## src/rtl/vmmn_pkg.sv

```systemverilog
package vmmn_pkg;

  localparam int IN_W   = 16;  // sample field width on the stream
  localparam int CFG_W  = 16;  // out_low / out_high width
  localparam int FRAC_W = 16;  // fraction bits of the scale factor
  localparam int Q_W    = 32;  // scale magnitude width
  localparam int NUM_W  = CFG_W + FRAC_W + 1;  // dividend width

  localparam logic OP_LOAD = 1'b0;
  localparam logic OP_READ = 1'b1;

  localparam logic [0:0] REG_OUT_LOW  = 1'b0;
  localparam logic [0:0] REG_OUT_HIGH = 1'b1;

  typedef enum logic [1:0] {
    ST_OK   = 2'd0,
    ST_FLAT = 2'd1,
    ST_PAST = 2'd2
  } status_t;

  typedef struct packed {
    logic           neg;
    logic [Q_W-1:0] mag;
  } scale_t;

endpackage

```

## src/rtl/vmmn_map.sv

```systemverilog
// Scale multiply (registered) followed by round, offset and clamp.
module vmmn_map #(
  parameter int SW = 16
) (
  input  logic                       clk,
  input  logic                       mul_en,
  input  logic [SW-1:0]              smp,
  input  logic [SW-1:0]              vmin,
  input  vmmn_pkg::scale_t           scale,
  input  logic [vmmn_pkg::CFG_W-1:0] out_low,
  input  logic [vmmn_pkg::CFG_W-1:0] out_high,
  output logic [vmmn_pkg::CFG_W-1:0] value
);
  import vmmn_pkg::*;

  localparam int P_W   = Q_W + SW;
  localparam int RND_W = P_W + 1 - FRAC_W;
  localparam int V_W   = RND_W + 2;

  logic [P_W-1:0]        prod_r;
  logic [SW-1:0]         dx;
  logic [P_W:0]          psum;
  logic [RND_W-1:0]      rnd;
  logic signed [V_W-1:0] base, off, v, lo_s, hi_s;
  logic [CFG_W-1:0]      lo, hi;

  assign dx = smp - vmin;

  always_ff @(posedge clk) begin
    if (mul_en) begin
      prod_r <= P_W'(scale.mag) * P_W'(dx);
    end
  end

  always_comb begin
    psum = {1'b0, prod_r} + (P_W + 1)'(1 << (FRAC_W - 1));
    rnd  = psum[P_W:FRAC_W];
    base = V_W'(out_low);
    off  = V_W'(rnd);
    v    = scale.neg ? base - off : base + off;
    lo   = (out_low < out_high) ? out_low : out_high;
    hi   = (out_low < out_high) ? out_high : out_low;
    lo_s = V_W'(lo);
    hi_s = V_W'(hi);
    if (v < lo_s) begin
      value = lo;
    end else if (v > hi_s) begin
      value = hi;
    end else begin
      value = v[CFG_W-1:0];
    end
  end

endmodule

```

## config.mk

```make
export PLATFORM = sky130hd
export DESIGN_NAME = vmmn_map
export DESIGN_NICKNAME = d
export VERILOG_FILES = /design/src/rtl/vmmn_pkg.sv /design/src/rtl/vmmn_map.sv
export SDC_FILE = /design/constraint.sdc
export NUM_CORES = 1
export LEC_CHECK = 0
export ABC_AREA = 1
export BUFFER_PORTS_ARGS = -buffer_cell sky130_fd_sc_hd__clkbuf_2
export CAP_MARGIN = 10
export CORE_UTILIZATION = 59
export CTS_CLUSTER_DIAMETER = 100
export DETAILED_ROUTE_END_ITERATION = 10
export PLACE_DENSITY = 0.85
export SYNTH_ARGS = -nofsm -noshare
export SYNTH_HDL_FRONTEND = slang
export SYNTH_SLANG_ARGS = --single-unit
```

## constraint.sdc

```tcl
create_clock -name clk -period 8.5 [get_ports clk]
set_input_delay 1.275 -clock clk [delete_from_list [all_inputs] [get_ports clk]]
set_output_delay 1.275 -clock clk [all_outputs]
set_load 0.03 [all_outputs]
```

* Word level (Yosys, flattened, before mapping)
Cells that the tools add are included.
Storage, ports and cells: output and inout bits 16, register bits 48, input bits 99, word-level logic and storage cells 14
Operators by class: add/sub/neg operators 4, $lt $le $gt $ge 3, muxes and demuxes 5, multiply operators 1
Operators by type and width (count):
- $mux 16 | 4
- $add 48x16->49 const B | 1
- $mul 32x16->48 | 1
- $gt 35x17->1 | 1
- $lt 35x17->1 | 1
- $mux 35 | 1
- $add 16x33->34 | 1
- $sub 16x33->34 | 1
- $lt 16x16->1 | 1
- $sub 16x16->16 | 1

* Depth between registers and ports, before layout
depth in word-level cells 6, mapped depth 50

* Least setup slack after synthesis
Ideal clock, no wire load.
kind input to register, start point in smp[0], end point reg prod_r[42] (data pin), setup time 0.257 ns, stages 46, setup slack -0.377 ns, buffers on the path 1, arrival 8.620 ns, cell sequence inv_1 ha_1 inv_1 fa_1 a21oi_1 o21ai_0 nand2_1 nand2_1 a21oi_1 o21ai_0 nand2_1 nand2_1 a21oi_1 or2_2 nand2_1 a21oi_1 or2_2 nand2_1 [10 not listed] fa_1 inv_1 ha_1 nand2_1 inv_1 nand4_1 o21ai_0 a21oi_1 o21ai_0 nand2_1 nand2_1 nand2_1 nand2_1 nand2_1 a21boi_0 o21ai_0 inv_1 nor2_1
Between the ends: word-level cells in the longest chain between the ends 2
RTL lines:
- start: declaration | RTL line vmmn_map.sv:7 | input logic [SW-1:0] smp,
- $sub 16x16->16 | RTL line vmmn_map.sv:27 | assign dx = smp - vmin;
- $mul 32x16->48 | RTL line vmmn_map.sv:31 | prod_r <= P_W'(scale.mag) * P_W'(dx);
- end signal: assignment | RTL line vmmn_map.sv:31
- end: declaration | RTL line vmmn_map.sv:20 | logic [P_W-1:0] prod_r;
Every way passes these cells. A chain may end at the register's enable or synchronous reset.

* Worst setup path after layout
Ends and elaborated chain as after synthesis.

==> report_table.html <==
<table>
<tr><th>Metric</th><th>Value</th></tr>
<tr><th colspan="2">Synth</th></tr>
<tr><td>Top cell type by total area after synthesis</td><td>fa_1</td></tr>
<tr><td>Part of the Yosys area used for sequential elements</td><td>4.180%</td></tr>
<tr><td>Flip-flop and latch count after synthesis</td><td>33</td></tr>
<tr><td>Nets in the synthesized netlist</td><td>4,097</td></tr>
<tr><td>Top_reg_cell synth</td><td>edfxtp_1</td></tr>
<tr><td>Count of distinct cell types in the synthesized netlist</td><td>57</td></tr>
<tr><td>Gate Count Post-Synth</td><td>3,365</td></tr>
<tr><td>Count of flip-flops with a built-in enable after synthesis</td><td>33</td></tr>
<tr><td>Synth top area cells</td><td>fa_1 35%, nand2_1 14%, inv_1 13%</td></tr>
<tr><td>Mean Syn Cell Area</td><td>7.045 um2</td></tr>
<tr><td>Syn Std Cell Area</td><td>23,710 um2</td></tr>
<tr><td>Proportion of netlist area held by the largest area contributor</td><td>35.47%</td></tr>
<tr><td>Async SR Flop Fraction</td><td>0%</td></tr>
<tr><td>Count of yosys warnings during synthesis</td><td>0</td></tr>
<tr><th colspan="2">Placement</th></tr>
<tr><td>Post-placement cell count</td><td>4,118</td></tr>
<tr><td>Gp weighted congestion</td><td>1.014</td></tr>
<tr><td>Place WS</td><td>-0.7317 ns</td></tr>
<tr><td>Number of buffer cells added on primary ports</td><td>114</td></tr>
<tr><td>Post-DP HPWL</td><td>57.65 mm</td></tr>
<tr><th colspan="2">Hold path</th></tr>
<tr><td>Worst hold-check path type</td><td>in -&gt; reg</td></tr>
<tr><td>Hold-critical path depth</td><td>1</td></tr>
<tr><th colspan="2">Routing</th></tr>
<tr><td>Via-to-Cell Ratio</td><td>5.571</td></tr>
<tr><td>Violation count after the first detailed-routing iteration</td><td>1,913</td></tr>
<tr><td>Antenna violation net count after detailed routing</td><td>0</td></tr>
<tr><td>Total number of vias</td><td>23.12k</td></tr>
<tr><td>Wire length reported by the detailed router</td><td>71.98 mm</td></tr>
<tr><td>Pre-Repair DR Iteration Count</td><td>5</td></tr>
<tr><td>Average wire per standard cell</td><td>17.34 um</td></tr>
<tr><td>Post-route DRC violation count</td><td>0</td></tr>
<tr><th colspan="2">Timing</th></tr>
<tr><td>TNS Setup</td><td>-1.552 ns</td></tr>
<tr><td>Final Slew Violations</td><td>0</td></tr>
<tr><td>RSZ-0062 raised after global routing</td><td>yes</td></tr>
<tr><td>Final worst slack</td><td>-0.2348 ns</td></tr>
<tr><td>Number of endpoints with negative hold slack in the final report</td><td>0</td></tr>
<tr><td>Measured slew at the worst slew-check pin</td><td>0.9052 ns</td></tr>
<tr><td>Setup violators final</td><td>17</td></tr>
<tr><td>Worst slew margin relative to its limit</td><td>39.51%</td></tr>
<tr><td>Max Clk Rate</td><td>114.5 MHz</td></tr>
<tr><td>Portion of the clock cycle consumed by the worst path in the final layout</td><td>102.8%</td></tr>
<tr><td>Min Clock Period, post-route</td><td>8.735 ns</td></tr>
<tr><th colspan="2">Clocking</th></tr>
<tr><td>H-tree levels</td><td>2</td></tr>
<tr><td>Clock buffer count from CTS</td><td>5</td></tr>
<tr><td>Root Buffer</td><td>clkbuf_16</td></tr>
<tr><td>Hold Buf Count CTS</td><td>0</td></tr>
<tr><td>Clock Pin Slew Worst Setup and Hold Paths</td><td>0.06 ns</td></tr>
<tr><td>Clock tree sinks</td><td>33</td></tr>
<tr><td>CTS tree</td><td>done</td></tr>
<tr><td>Max Root-Sink Buffers</td><td>2</td></tr>
<tr><th colspan="2">Finish</th></tr>
<tr><td>Post-route insts no fill</td><td>4,150</td></tr>
<tr><td>Layout cell share with drive strength beyond 1</td><td>17.82%</td></tr>
<tr><td>Top library cells by usage in the layout, fill and taps aside</td><td>820 x nand2_1, 789 x inv_1, 404 x fa_1</td></tr>
<tr><td>Flip-flop count of the largest register, all copies and words added</td><td>33</td></tr>
<tr><td>Area taken by flip-flops and latches</td><td>991.0 um2</td></tr>
<tr><td>Most common cell after layout, fill and taps aside</td><td>nand2_1</td></tr>
<tr><td>Final cell utilization of the core</td><td>69.84%</td></tr>
<tr><td>Final net count</td><td>4,356</td></tr>
<tr><td>Largest registers ranked by flip-flop count</td><td>prod_r x33</td></tr>
<tr><td>Count of filler cells inserted in the layout</td><td>3,038</td></tr>
<tr><td>Multi-input combinational cell area</td><td>20,170 um2</td></tr>
<tr><td>Ant. Diodes</td><td>0</td></tr>
<tr><td>Top register by number of flip-flops</td><td>prod_r</td></tr>
<tr><td>Layout overhead on the synthesized area</td><td>16.79%</td></tr>
<tr><th colspan="2">Worst setup path</th></tr>
<tr><td>Highest fanout seen on the critical path</td><td>5</td></tr>
<tr><td>Arrival time of the worst setup path</td><td>8.78 ns</td></tr>
<tr><td>Highest cell delay on the worst timing path</td><td>0.55 ns</td></tr>
<tr><td>Required time of the critical path</td><td>8.54 ns</td></tr>
<tr><td>Type of the worst setup path</td><td>in -&gt; reg</td></tr>
<tr><td>CP max-delay cell</td><td>fa_1</td></tr>
<tr><td>Category of the worst setup path launch point</td><td>input port</td></tr>
<tr><td>Crit end category</td><td>flip-flop</td></tr>
<tr><td>Most frequent cell on the critical path</td><td>nand2_1</td></tr>
<tr><th colspan="2">GRT</th></tr>
<tr><td>Maximum number of pins on one net before global-route repair</td><td>38</td></tr>
<tr><td>Number of antenna violations at the first check in global routing</td><td>0</td></tr>
<tr><td>GR Overflow Total</td><td>0</td></tr>
<tr><td>Met1 capacity usage during global routing</td><td>41.70%</td></tr>
<tr><td>Met2 Track Usage GR</td><td>59.38%</td></tr>
<tr><td>Total track usage</td><td>34.25%</td></tr>
<tr><td>First-pass GRT wire length</td><td>112.4 mm</td></tr>
<tr><td>Via count of the first global-routing pass</td><td>23.20k</td></tr>
<tr><td>Most crowded layer after global routing</td><td>met2</td></tr>
<tr><td>Met3 Use GR</td><td>5.111%</td></tr>
<tr><th colspan="2">Status</th></tr>
<tr><td>Violated checks</td><td>negative setup slack</td></tr>
<tr><td>Run status</td><td>complete, but fails checks</td></tr>
<tr><th colspan="2">Die</th></tr>
<tr><td>Placeable Area</td><td>39,640 um2</td></tr>
<tr><td>Count of boundary I/O pins</td><td>115</td></tr>
<tr><td>Die Y</td><td>202.4 um</td></tr>
<tr><td>Floorplan die width</td><td>202.4 um</td></tr>
<tr><td>Overall die area</td><td>40,980 um2</td></tr>
<tr><td>Standard-cell row count</td><td>73</td></tr>
<tr><td>Effective utilization at floorplan</td><td>59.80%</td></tr>
<tr><th colspan="2">Run</th></tr>
<tr><td>Max-cap viol count</td><td>0</td></tr>
</table>
-- per-layer routing --
metal / part of all wire [%] / wire length (um)
met2: 48 / 34550
met1: 36 / 26110
met5: 0 / 0
met3: 9.4 / 6747
met4: 6.3 / 4566
-- area by class of cell --
cell class | instances | share of cell area, %
clock inverters | 3 | 0.1672
repair buffers | 352 | 9.323
flip-flops and latches | 33 | 3.579
well taps | 525 | 2.373
inverters | 825 | 11.24
multi-input cells | 2407 | 72.87
clock buffers | 5 | 0.4519
-- per-stage QoR --
step	instance area, um2	hold slack [ns]
2_1_floorplan	23770	1.388
3_3_place_gp	26280	2.063
3_5_place_dp	26280	2.073
4_1_cts	26780	1.782
5_1_grt	27690	1.816
6_report	27690	1.795
-- kinds of logic (layout without fill, tap and decap cells) --
family | Yosys count | in the layout | share of synthesized area, %
buffers and inverters | 925 | 1185 | 14.89
adder cells (fa/ha/maj) | 633 | 633 | 46.71
AO/OA/AOI/OAI | 263 | 263 | 6.123
AND/OR/NAND/NOR | 1450 | 1450 | 25.83
flip-flops | 33 | 33 | 4.180
XOR/XNOR | 60 | 60 | 2.217
multiplexers | 1 | 1 | 0.04223
-- synth_stat cells (3+ instances only) --
master and n:
ha_1 213, inv_2 10, xor2_1 43, o21ai_0 89, a21oi_1 120, nand4_1 45, clkbuf_1 75, nor4_1 5
a31oi_1 13, nand3b_1 3, nor2_4 8, nor2_1 305, nor3_1 17, nand3_1 136, nand3_4 3, buf_4 4
buf_1 9, nand2_2 29, buf_2 8, nor2_2 19, xnor2_1 17, nand2_1 854, fa_1 420, o211ai_1 3
nand3_2 5, o31ai_1 3, nand2_4 3, a211oi_1 6, a21o_1 6, inv_1 812, edfxtp_1 33, o2111ai_1 3
or2_2 13, o21a_1 4
-- worst paths after layout --
path	startpoint	end	slack (ns)
setup / recovery	smp[0]	prod_r[42]	-0.23
hold / removal	mul_en	prod_r[46]	1.80
-- worst max-delay path: cells and delay by family --
kind | cells | cell delay, ns
AO/OA/AOI/OAI | 10 | 1.32
buffers and inverters | 10 | 0.70
AND/OR/NAND/NOR | 19 | 1.84
adder cells (fa/ha/maj) | 9 | 3.61
-- what timing repair did --
action | in CTS | in global routing
cloned | 0 | 1
gates resized for setup | 57 | 202
setup buffers | 9 | 16
setup endpoints to repair | 17 | 29
pin swaps | 26 | 85
Power is not shown: default switching activity piles up to over one toggle a cycle in this logic, so the estimate is an artifact.
