File: config.mk
export PLATFORM = sky130hd
export DESIGN_NAME = vmmn_div
export DESIGN_NICKNAME = d
export VERILOG_FILES = /design/src/rtl/vmmn_pkg.sv /design/src/rtl/vmmn_div.sv
export SDC_FILE = /design/constraint.sdc
export NUM_CORES = 1
export LEC_CHECK = 0
export BUFFER_PORTS_ARGS = -buffer_cell sky130_fd_sc_hd__buf_2
export CORE_UTILIZATION = 45
export DETAILED_ROUTE_END_ITERATION = 10
export GPL_TIMING_DRIVEN = 0
export PLACE_DENSITY_LB_ADDON = 0.2
export RECOVER_POWER = 50
export SYNTH_ARGS = -nofsm -noshare
export SYNTH_HDL_FRONTEND = slang
export SYNTH_SLANG_ARGS = --single-unit
File: constraint.sdc
create_clock -name clk -period 2.3 [get_ports clk]
set_input_delay 0.46 -clock clk [delete_from_list [all_inputs] [get_ports clk]]
set_output_delay 0.46 -clock clk [all_outputs]
set_load 0.005 [all_outputs]
File: src/rtl/vmmn_pkg.sv
package vmmn_pkg;

  localparam int IN_W   = 16;  // sample field width on the stream
  localparam int CFG_W  = 16;  // out_low / out_high width
  localparam int FRAC_W = 16;  // fraction bits of the scale factor
  localparam int Q_W    = 32;  // scale magnitude width
  localparam int NUM_W  = CFG_W + FRAC_W + 1;  // dividend width

  localparam logic OP_LOAD = 1'b0;
  localparam logic OP_READ = 1'b1;

  localparam logic [0:0] REG_OUT_LOW  = 1'b0;
  localparam logic [0:0] REG_OUT_HIGH = 1'b1;

  typedef enum logic [1:0] {
    ST_OK   = 2'd0,
    ST_FLAT = 2'd1,
    ST_PAST = 2'd2
  } status_t;

  typedef struct packed {
    logic           neg;
    logic [Q_W-1:0] mag;
  } scale_t;

endpackage

File: src/rtl/vmmn_div.sv
// Restoring divider, one quotient bit per cycle.
module vmmn_div #(
  parameter int SW = 16
) (
  input  logic                       clk,
  input  logic                       rst_n,
  input  logic                       start,
  input  logic [vmmn_pkg::NUM_W-1:0] num,
  input  logic [SW-1:0]              den,
  output logic                       busy,
  output logic                       done,
  output logic [vmmn_pkg::Q_W-1:0]   quot
);
  import vmmn_pkg::*;

  localparam int CW = $clog2(NUM_W + 1);

  logic [NUM_W-1:0] qn_r, qn_nxt;
  logic [SW-1:0]    rem_r, rem_nxt;
  logic [SW-1:0]    den_r, den_nxt;
  logic [CW-1:0]    cnt_r, cnt_nxt;
  logic             busy_r, busy_nxt;
  logic             done_r, done_nxt;
  logic [SW:0]      trial;
  logic [SW:0]      diff;

  always_comb begin
    qn_nxt   = qn_r;
    rem_nxt  = rem_r;
    den_nxt  = den_r;
    cnt_nxt  = cnt_r;
    busy_nxt = busy_r;
    done_nxt = 1'b0;
    trial    = {rem_r, qn_r[NUM_W-1]};
    diff     = trial - {1'b0, den_r};
    if (start) begin
      qn_nxt   = num;
      rem_nxt  = '0;
      den_nxt  = den;
      cnt_nxt  = '0;
      busy_nxt = 1'b1;
    end else if (busy_r) begin
      if (trial >= {1'b0, den_r}) begin
        rem_nxt = diff[SW-1:0];
        qn_nxt  = {qn_r[NUM_W-2:0], 1'b1};
      end else begin
        rem_nxt = trial[SW-1:0];
        qn_nxt  = {qn_r[NUM_W-2:0], 1'b0};
      end
      cnt_nxt = cnt_r + CW'(1);
      if (cnt_r == CW'(NUM_W - 1)) begin
        busy_nxt = 1'b0;
        done_nxt = 1'b1;
      end
    end
  end

  always_ff @(posedge clk) begin
    if (!rst_n) begin
      busy_r <= 1'b0;
      done_r <= 1'b0;
      cnt_r  <= '0;
    end else begin
      busy_r <= busy_nxt;
      done_r <= done_nxt;
      cnt_r  <= cnt_nxt;
    end
    qn_r  <= qn_nxt;
    rem_r <= rem_nxt;
    den_r <= den_nxt;
  end

  assign busy = busy_r;
  assign done = done_r;
  // quotient stays below 2^32, top bit is always zero
  assign quot = qn_r[Q_W-1:0];

endmodule

-- Word-level counts from Yosys, hierarchy flattened
Cells that the tools add are included.
- $add $sub $neg: 2
- $lt $le $gt $ge: 1
- eq/ne operators: 1
- mux-type cells: 8
- bitwise gates (word level): 2
- reduce and logical (&&, ||, !) cells: 3
- operators with widths (kind ; count):
    2-to-1 mux 33 bit ; 2
    greater-or-equal comparator 17 x 16 -> 1 bit ; 1
    2-to-1 mux 16 bit ; 1
    subtractor 16 bit ; 1
    adder 6 x 1 -> 6 bit, second input constant ; 1
    equality test 6 bit, second input constant ; 1
    2-to-1 mux 1 bit ; 5
    OR reduction 3 bit ; 1
    NOT 1 bit ; 2
    nonzero test 2 bit ; 1
    OR reduction 2 bit ; 1
- flip-flop bits (word level): 73
- input port bits: 52
- output and inout bits: 34
- word-level logic and storage cells: 23

-- Depth between registers and ports, before layout
Gate-level depths: netlist of run 1.
- depth in word-level cells: 4
- depth in mapped cells: 12
- gate-level depth less buffers: 11

-- Worst setup path before layout of run 1
Ideal clock, no wire load.
- path type: reg2reg
- start: register den_r[6]
- end: register qn_r[0], data pin
- setup time: 260 ps
- arrival: 2127 ps
- required time: 2040 ps
- slack: -87 ps
- stages on the path, launching flop included: 11
- period minus slack after synthesis: 2387 ps
- cell sequence: edfxtp_1 inv_1 ha_1 buf_6 a21o_1 a31o_1 or3_1 o221ai_2 a21oi_2 buf_6 mux2_2
- longest elaborated chain between the ends: 4
- ends and longest elaborated chain (what ; line ; source):
    start: declaration ; vmmn_div.sv:20 ; logic [SW-1:0] den_r, den_nxt;
    start signal: assignment ; vmmn_div.sv:70 ; den_r <= den_nxt;
    greater-or-equal comparator 17 x 16 -> 1 bit ; vmmn_div.sv:43 ; if (trial >= {1'b0, den_r}) begin
    2-to-1 mux 1 bit ; vmmn_div.sv:43 ;
    2-to-1 mux 33 bit ; vmmn_div.sv:42 ; end else if (busy_r) begin
    2-to-1 mux 33 bit ; vmmn_div.sv:36 ; if (start) begin
    via qn_nxt[0] ; vmmn_div.sv:18 ; logic [NUM_W-1:0] qn_r, qn_nxt;
    end signal: assignment ; vmmn_div.sv:68 ; qn_r <= qn_nxt;
    end: declaration ; vmmn_div.sv:18 ;
The timed path passes the listed nets, and every way through them passes these cells. The select of a mux whose other input is x is not followed.
A chain may end at the register's enable or synchronous reset.

-- Final worst setup path of run 1
- start: register den_r[9]
- end: register qn_r[0], data pin
The elaborated chain is that of the path after synthesis.

==> impl_metrics.ini, run 1 <==
[status]
status = complete, but fails checks
violations = negative setup slack

[global_routing]
grt_pass1_vias = 2823
grt.overflow.total = 0
grt_antenna_before_repair = 0
grt_pass1_wl_um = 13000
grt_use_total_pct = 18.6
grt_max_degree = 18

[timing]
hold_slack_ps = 287
rsz0062_at_grt = yes
slew_headroom_pct = 50.1
final-setup-viol-count = 11
hold_violations = 0
worst_slack_ps = -95.3
fin_skew_ps = 14.9
fin_crit_sh_pct = 104
period_minus_slack_ps = 2400
drv_slew = 0
fmaxAchievable_mhz = 417
worst_slew_pin_slew_ps = 748

[routing]
vias = 2889
viasPerCell = 5.03
wirelength_um = 8400
dr.pass1.iters = 4
ant_nets = 0
drtIter0Drc = 93
wire_per_inst_um = 14.6
drc_errors = 0

[synthesis]
yosysTopAreaCell = edfxtp_1
synth.distinct_cells = 46
post_synth.cell_area_avg_sq_um = 11.4
synthFlopType = edfxtp_1
synth_nets = 421
ys_ff_latch = 73
netlist.area_leader.share_pct = 36.8
syn_inst = 350
async_reset_ff_share_pct = 0
synth_edf_count = 49
syn_area_sq_mm = 0.00400
yosysWarnings = 0
ys_seq_area_share_pct = 48.9
netlist_top_cells_area = edfxtp_1 37%, dfxtp_1 12%, mux2_2 9.3%

[setup_path]
worst_setup_path_start_kind = flip-flop
path_delay_family = simple AND/OR/NAND/NOR gates
critPathRequiredTime_ps = 2390
crit_start = den_r[9]
path_cells = inv_2 -> ha_4 -> and3_4 -> a31o_1 -> or3_4 -> o221ai_4 -> a21oi_4 -> buf_6 -> mux2_2
r2r-start = den_r[9]
crit_type = reg -> reg
crit_path_top_delay_cell = edfxtp_1
crit_buf_inv = 2
endpoint_kind = flip-flop
crit_fanout = 6
arrival_ps = 2480
slowest_delay_ps = 390

[die]
core_area_sq_mm = 0.00868
die_area_sq_mm = 0.00926
die_w_um = 96.2
die_h_um = 96.2
start_util_pct = 46.0
rows = 34
ios = 86

[cells_and_area]
drive_above_1_share_pct = 48.1
antenna_cells = 0
stdcell_count = 574
nets = 532
area_growth_pct = 27.5

[pwr]
switchingPower_w = 0.000973
power_frac_seq_pct = 45.3
internal_power_w = 0.00256
p_per_area_mw_per_mm2 = 694
p_leak_nw = 2.10
switching_share_pct = 27.5
power_frac_clock_pct = 28.7
combPwrFrac_pct = 26.0
peakVddDrop_v = 0.000367

[min_path]
min-delay-start = den[7]
min_path_type = in -> reg

[clocking]
path_clk_slew_ps = 80
clock_path_buffers = 2
cts_tree = done
clockRootBuffer = clkbuf_8
clock-sinks = 73
hold_buffers = 0
clk_latency_ps = 350
cts_max_level = 3
cts_buffers = 9

[run]
maxCapViolCount = 0

[placement]
dp_hpwl_um = 5740
dp_cells = 543
io_buffers = 85
place.gp.congestion = 0.837
dp_slack_ps = -677
## final timing paths
path	slack, ps	endpoint	cells after the start
hold / removal	290	den_r[7]	1
setup / recovery	-100	qn_r[0]	9
setup reg to reg	-100	qn_r[0]	9
hold reg to reg	490	done	2
## cell families (layout without fill, tap and decap cells)
logic type / after synthesis / after routing / synth area share, %
and+or+nand+nor: 65 / 66 / 7.86
DFF: 73 / 73 / 48.9
buffers and inverters: 70 / 185 / 10.2
AOI/OAI and AO/OA: 61 / 61 / 10.9
xor gates and xnor gates: 17 / 17 / 3.73
adders and majority gates: 19 / 19 / 6.14
muxes: 45 / 45 / 12.3
## registers in the layout, summed over array words and instances, names as in the netlist
register and cells:
den_r 16, cnt_r 6, qn_r 33, rem_r 16, done 1, busy 1
## repair_timing
action | in CTS | in global routing
pin swaps | 16 | 18
gates resized for setup | 18 | 23
setup buffers | 9 | 6
setup endpoints to repair | 50 | 17
cloned | 1 | 0
## per-layer routing
metal  up-vias  wire length, um  global-route usage, %
li1       1445                -                      -
met1      1358             3880                   24.2
met2        69             3990                   30.3
met3        17              376                   3.79
met4         0              140                   7.09
met5         -                0                      0
## power by group through the flow
stage	clock, W	combinational [W]	sequential, W
finish	0.00102	0.000918	0.00160
global route	0.00108	0.00101	0.00162
CTS	0.00103	0.000856	0.00160
detailed placement	0	0.000769	0.00163
global placement	0	0.000755	0.00162
floorplan	0	0.000565	0.00160
## stage by stage
stage / area (sq um) / power (W) / setup TNS (ps) / util [%]
after global placement: 4560 / 0.00237 / -29390 / 52.5
after global routing: 5090 / 0.00370 / -2450 / 58.7
final: 5090 / 0.00354 / -460 / 58.7
after floorplan: 4000 / 0.00217 / -84.0 / -
after CTS: 4950 / 0.00349 / -1240 / 57.0
after detailed placement: 4560 / 0.00239 / -29330 / 52.5
## placed cells by master (no fill, tap or decap), types with 4 or more instances in the layout
cell type  instances
a21oi_2            5
xor2_1             7
ha_4               8
a211oi_2           5
edfxtp_1          49
inv_2              5
clkbuf_1          10
buf_4             13
mux2i_1           12
a211oi_1          11
buf_2             85
o21ai_0            7
xnor2_1           10
ha_1              10
dfxtp_1           22
nor3_1             8
clkbuf_4          32
nand4_1            5
mux2_2            33
nor2_1            23
clkbuf_8          10
nand2_1           11
inv_1             20
a21o_1             4
a21oi_1           11
## cell type report
class / count / area (sq um)
Tap cell: 108 / 135
Buffer: 44 / 312
Clock inverter: 5 / 55.1
Clock buffer: 11 / 141
Fill cell: 770 / 3580
Sequential cell: 73 / 1950
Inverter: 25 / 93.8
Timing Repair Buffer: 100 / 553
Multi-Input combinational cell: 208 / 1850
## synthesized netlist by cell type (all sizes together) (10+ instances only)
| master | n |
|---|---|
| edfxtp | 49 |
| buf | 36 |
| mux2 | 33 |
| inv | 25 |
| dfxtp | 24 |
| nor2 | 23 |
| a21oi | 18 |
| ha | 18 |
| a211oi | 16 |
| mux2i | 12 |
| nand2 | 12 |
| o21ai | 11 |
| xnor2 | 10 |
Note: power is estimated with default switching activity, not from simulation.
==> inputs of run 2 (changes only) <==
- clock period: 2.3 -> 2.8 ns (I/O delays scaled with it)
==> impl_metrics.ini, run 2 (synthesis gave the netlist of run 1 again) <==
[status]
status = complete, no violations

[clocking]
cts_tree = done
clk_latency_ps = 350
cts_buffers = 9
cts_max_level = 3
cts_setup_buffers = 0
clockRootBuffer = clkbuf_8
path_clk_slew_ps = 80
clock-sinks = 73
clock_path_buffers = 2
hold_buffers = 0

[cells_and_area]
final_cell_mix = 85 x buf_2, 49 x edfxtp_1, 33 x mux2_2
area_growth_pct = 18.3
nets = 517
antenna_cells = 0
largest_register_ffs = 33
regMostFlops = qn_r
stdcell_count = 559
drive_above_1_share_pct = 39.9
layout_commonest_cell = buf_2
finalInstanceArea_sq_mm = 0.00473
biggestRegsByFlops = qn_r: 33 flops, den_r: 16 flops, rem_r: 16 flops

[global_routing]
grt_pass1_vias = 2716
grt_max_degree = 34
grt_use_total_pct = 18.1
grt_antenna_before_repair = 0
grt_pass1_wl_um = 12600
grt.overflow.total = 0

[timing]
final-setup-viol-count = 0
period_minus_slack_ps = 2560
worst_slew_pin_slew_ps = 582
drv_slew = 0
hold_violations = 0
rsz0062_at_grt = no
fmaxAchievable_mhz = 391
slew_headroom_pct = 61.2
fin_skew_ps = 10.3
fin_crit_sh_pct = 91.4

[min_path]
min-delay-start = den[6]
min_path_type = in -> reg
min_to = den_r[6]
holdPathStages = 1

[setup_path]
critPathRequiredTime_ps = 3060
r2r-start = qn_r[32]
r2r_end = rem_r[12]
endpoint_kind = flip-flop
r2r_cells = 11
crit_type = reg -> reg
reg2reg_setup_slack_ps = 240
arrival_ps = 2820
worst_setup_path_start_kind = flip-flop
crit_fanout = 4

[placement]
placed_area_sq_mm = 0.00456
io_buffers = 85
dp_hpwl_um = 5770
place.gp.congestion = 0.810
dp_cells = 543

[routing]
dr.pass1.iters = 4
viasPerCell = 5.01
wire_per_inst_um = 14.2
drtIter0Drc = 88
drc_errors = 0
vias = 2803
ant_nets = 0
wirelength_um = 7910

[die]
die_w_um = 96.2
ios = 86
die_h_um = 96.2
die_area_sq_mm = 0.00926
core_area_sq_mm = 0.00868
rows = 34
start_util_pct = 46.0

[pwr]
p_total_w = 0.00267
peakVddDrop_v = 0.000247
p_leak_nw = 1.99
p_per_area_mw_per_mm2 = 565

[run]
maxCapViolCount = 0
[run 2: changes by cell type in the layout (fill, tap and decap cells not counted), moves of 3 or more]
cell     change
a21oi_1      +5
a21oi_2      -3
buf_4       -13
ha_1         +8
ha_4         -8
inv_1        +5
inv_2        -5
[run 2: layout make-up]
class | count | area [sq um]
fillers | 797 | 3950
flip-flops and latches | 73 | 1950
multi-input cells | 207 | 1640
repair buffers | 85 | 424
plain buffers | 45 | 313
well taps | 108 | 135
clock buffers | 9 | 124
inverters | 25 | 93.8
clock inverters | 7 | 46.3
[run 2: layer usage]
layer / part of all wire, % / track usage (%) / routed length (um) / vias to the layer above
li1: - / - / - / 1411
met1: 46 / 23.7 / 3640 / 1337
met2: 48 / 28.8 / 3820 / 48
met3: 4.8 / 5.13 / 376 / 7
met4: 0.91 / 5.97 / 72 / 0
met5: 0 / 0 / 0 / -
[run 2: repair_timing]
action,in CTS,in global routing
setup endpoints to repair,0,33
gates resized for setup,0,1
endpoints found under the hold margin,0,0
[run 2: how the worst max path moves through the flow]
stage / from / to / depth (start not counted)
2_1_floorplan: den_r[6] / qn_r[0] / 10
3_3_place_gp: start / qn_r[25] / 4
3_5_place_dp: start / qn_r[25] / 4
4_1_cts: start / qn_r[28] / 4
5_1_grt: qn_r[32] / rem_r[12] / 11
6_report: qn_r[32] / rem_r[12] / 11
[run 2: per-stage QoR]
stage	hold WS, ps	setup TNS, ps	util [%]	setup WS (ps)
CTS	363	0	54.5	121
global route	361	0	54.5	38.5
global placement	470	-8550	52.5	-261
detailed placement	489	-7980	52.5	-243
finish	377	0	54.5	240
floorplan	443	0	-	413
[run 2: worst max-delay path, cell delays in order (launching register included)]
cell and delay, ps:
edfxtp_1 360, inv_1 80, ha_1 190, fa_1 220, nor2b_1 70, o31a_1 250, o21ai_1 330, a21oi_1 150
o41ai_1 360, xnor2_1 170, mux2i_1 90, a211oi_1 210
[run 2: power breakdown]
part           total, W  switching, W  internal, W
clock network  0.000737      0.000418     0.000320
logic          0.000624      0.000299     0.000325
registers       0.00131     0.0000493      0.00126
==> inputs of run 3 (changes only) <==
- GPL_TIMING_DRIVEN: 0 -> default
==> impl_metrics.ini, run 3 (synthesis gave the netlist of run 1 again) <==
[timing]
slew_headroom_pct = 3.43
worst_slack_ps = 248
worst_slew_pin_slew_ps = 1450
fin_skew_ps = 13.6
drv_slew = 0
period_minus_slack_ps = 2550
final-setup-viol-count = 0
rsz0062_at_grt = no
fmaxAchievable_mhz = 392
hold_violations = 0
fin_crit_sh_pct = 91.1

[routing]
wire_per_inst_um = 13.9
wirelength_um = 7530
vias = 2720
ant_nets = 0
viasPerCell = 5.04
drc_errors = 0
drtIter0Drc = 70
dr.pass1.iters = 5

[die]
die_h_um = 96.2
die_area_sq_mm = 0.00926
start_util_pct = 46.0
rows = 34
die_w_um = 96.2
core_area_sq_mm = 0.00868
ios = 86

[pwr]
p_per_area_mw_per_mm2 = 574
p_leak_nw = 1.94
peakVddDrop_v = 0.000281

[clocking]
cts_tree = done
path_clk_slew_ps = 90
clk_latency_ps = 350
clock-sinks = 73
cts_max_level = 3
cts_buffers = 9
clockRootBuffer = clkbuf_8
clock_path_buffers = 2
hold_buffers = 0

[setup_path]
crit_path_top_delay_cell = or3_1
path_cells = inv_1 -> ha_1 -> and3_1 -> a31o_1 -> or3_1 -> o221ai_2 -> buf_4 -> nor2b_1 -> xnor2_1 -> mux2i_1 -> a211oi_1
crit_type = reg -> reg
worst_setup_path_start_kind = flip-flop
critPathRequiredTime_ps = 3060
crit_fanout = 5
arrival_ps = 2810
slowest_delay_ps = 360
endpoint_kind = flip-flop

[placement]
place.gp.congestion = 0.842
placed_area_sq_mm = 0.00442
dp_slack_ps = -102
io_buffers = 85
dp_hpwl_um = 5160

[cells_and_area]
layout_commonest_cell = buf_2
largest_register_ffs = 33
finalInstanceArea_sq_mm = 0.00463
drive_above_1_share_pct = 39.1
biggestRegsByFlops = qn_r: 33 flops, den_r: 16 flops, rem_r: 16 flops
final_cell_mix = 83 x buf_2, 49 x edfxtp_1, 33 x mux2_2
nets = 498
fillers = 842
area_growth_pct = 15.8
finish.utilization_pct = 53.3
regMostFlops = qn_r
antenna_cells = 0

[min_path]
min_path_type = in -> reg

[status]
status = complete, no violations

[global_routing]
grt_pass1_wl_um = 12100
grt_pass1_vias = 2642
grt_antenna_before_repair = 0
grt_max_degree = 70
grt.overflow.total = 0
grt_use_total_pct = 17.4

[run]
maxCapViolCount = 0
run 3: area by class of cell:
cell class | instances | area, sq um | share of cell area [%]
clock inverter | 6 | 42.5 | 0.919
multi-input combinational | 207 | 1650 | 35.6
timing repair buffer | 111 | 628 | 13.6
inverter | 25 | 93.8 | 2.03
tap | 108 | 135 | 2.92
sequential | 73 | 1950 | 42.2
clock buffer | 10 | 128 | 2.76
run 3: timing repair:
item | 4_1_cts | 5_1_grt
buffers inserted | 0 | 4
pin swaps | 0 | 1
endpoints found under the setup margin | 6 | 2
gates resized for setup | 1 | 1
run 3: worst paths after layout:
check / start / end / slack, ps / cells past startpoint
worst max register to register: den_r[8] / rem_r[13] / 250 / 11
worst min-delay path: den[15] / den_r[15] / 380 / 1
worst min register to register: cnt_r[5] / done / 490 / 2
worst max-delay path: den_r[8] / rem_r[13] / 250 / 11
run 3: routing by layer:
| metal | GRT usage [%] | part of all wire (%) |
|---|---|---|
| met1 | 22.6 | 47 |
| met2 | 27.4 | 47 |
| met5 | 0 | 0 |
| met3 | 4.03 | 4.3 |
| met4 | 7.96 | 1.2 |
run 3: where the power goes:
group | internal [W] | total (W) | switching, W | leakage, nW
logic | 0.000315 | 0.000615 | 0.000300 | 1.17
registers | 0.00126 | 0.00131 | 0.0000448 | 0.686
clock network | 0.000323 | 0.000736 | 0.000412 | 0.0827
run 3: critical path, delay by kind of cell (launching register included):
family                   cells  cell delay (ps)
XOR/XNOR                     1              130
flip-flops                   1              320
multiplexers                 1               90
buffers and inverters        2              210
AO/OA/AOI/OAI                3              660
adder cells (fa/ha/maj)      1              330
AND/OR/NAND/NOR              3              730
run 3: through the flow:
step | hold WS (ps) | power, W | instances | TNS [ps]
floorplan | 443 | 0.00178 | 350 | 0
global placement | 474 | 0.00192 | 520 | -48.1
detailed placement | 469 | 0.00193 | 520 | -182
CTS | 365 | 0.00268 | 536 | 0
global route | 359 | 0.00282 | 540 | 0
finish | 383 | 0.00266 | 540 | 0
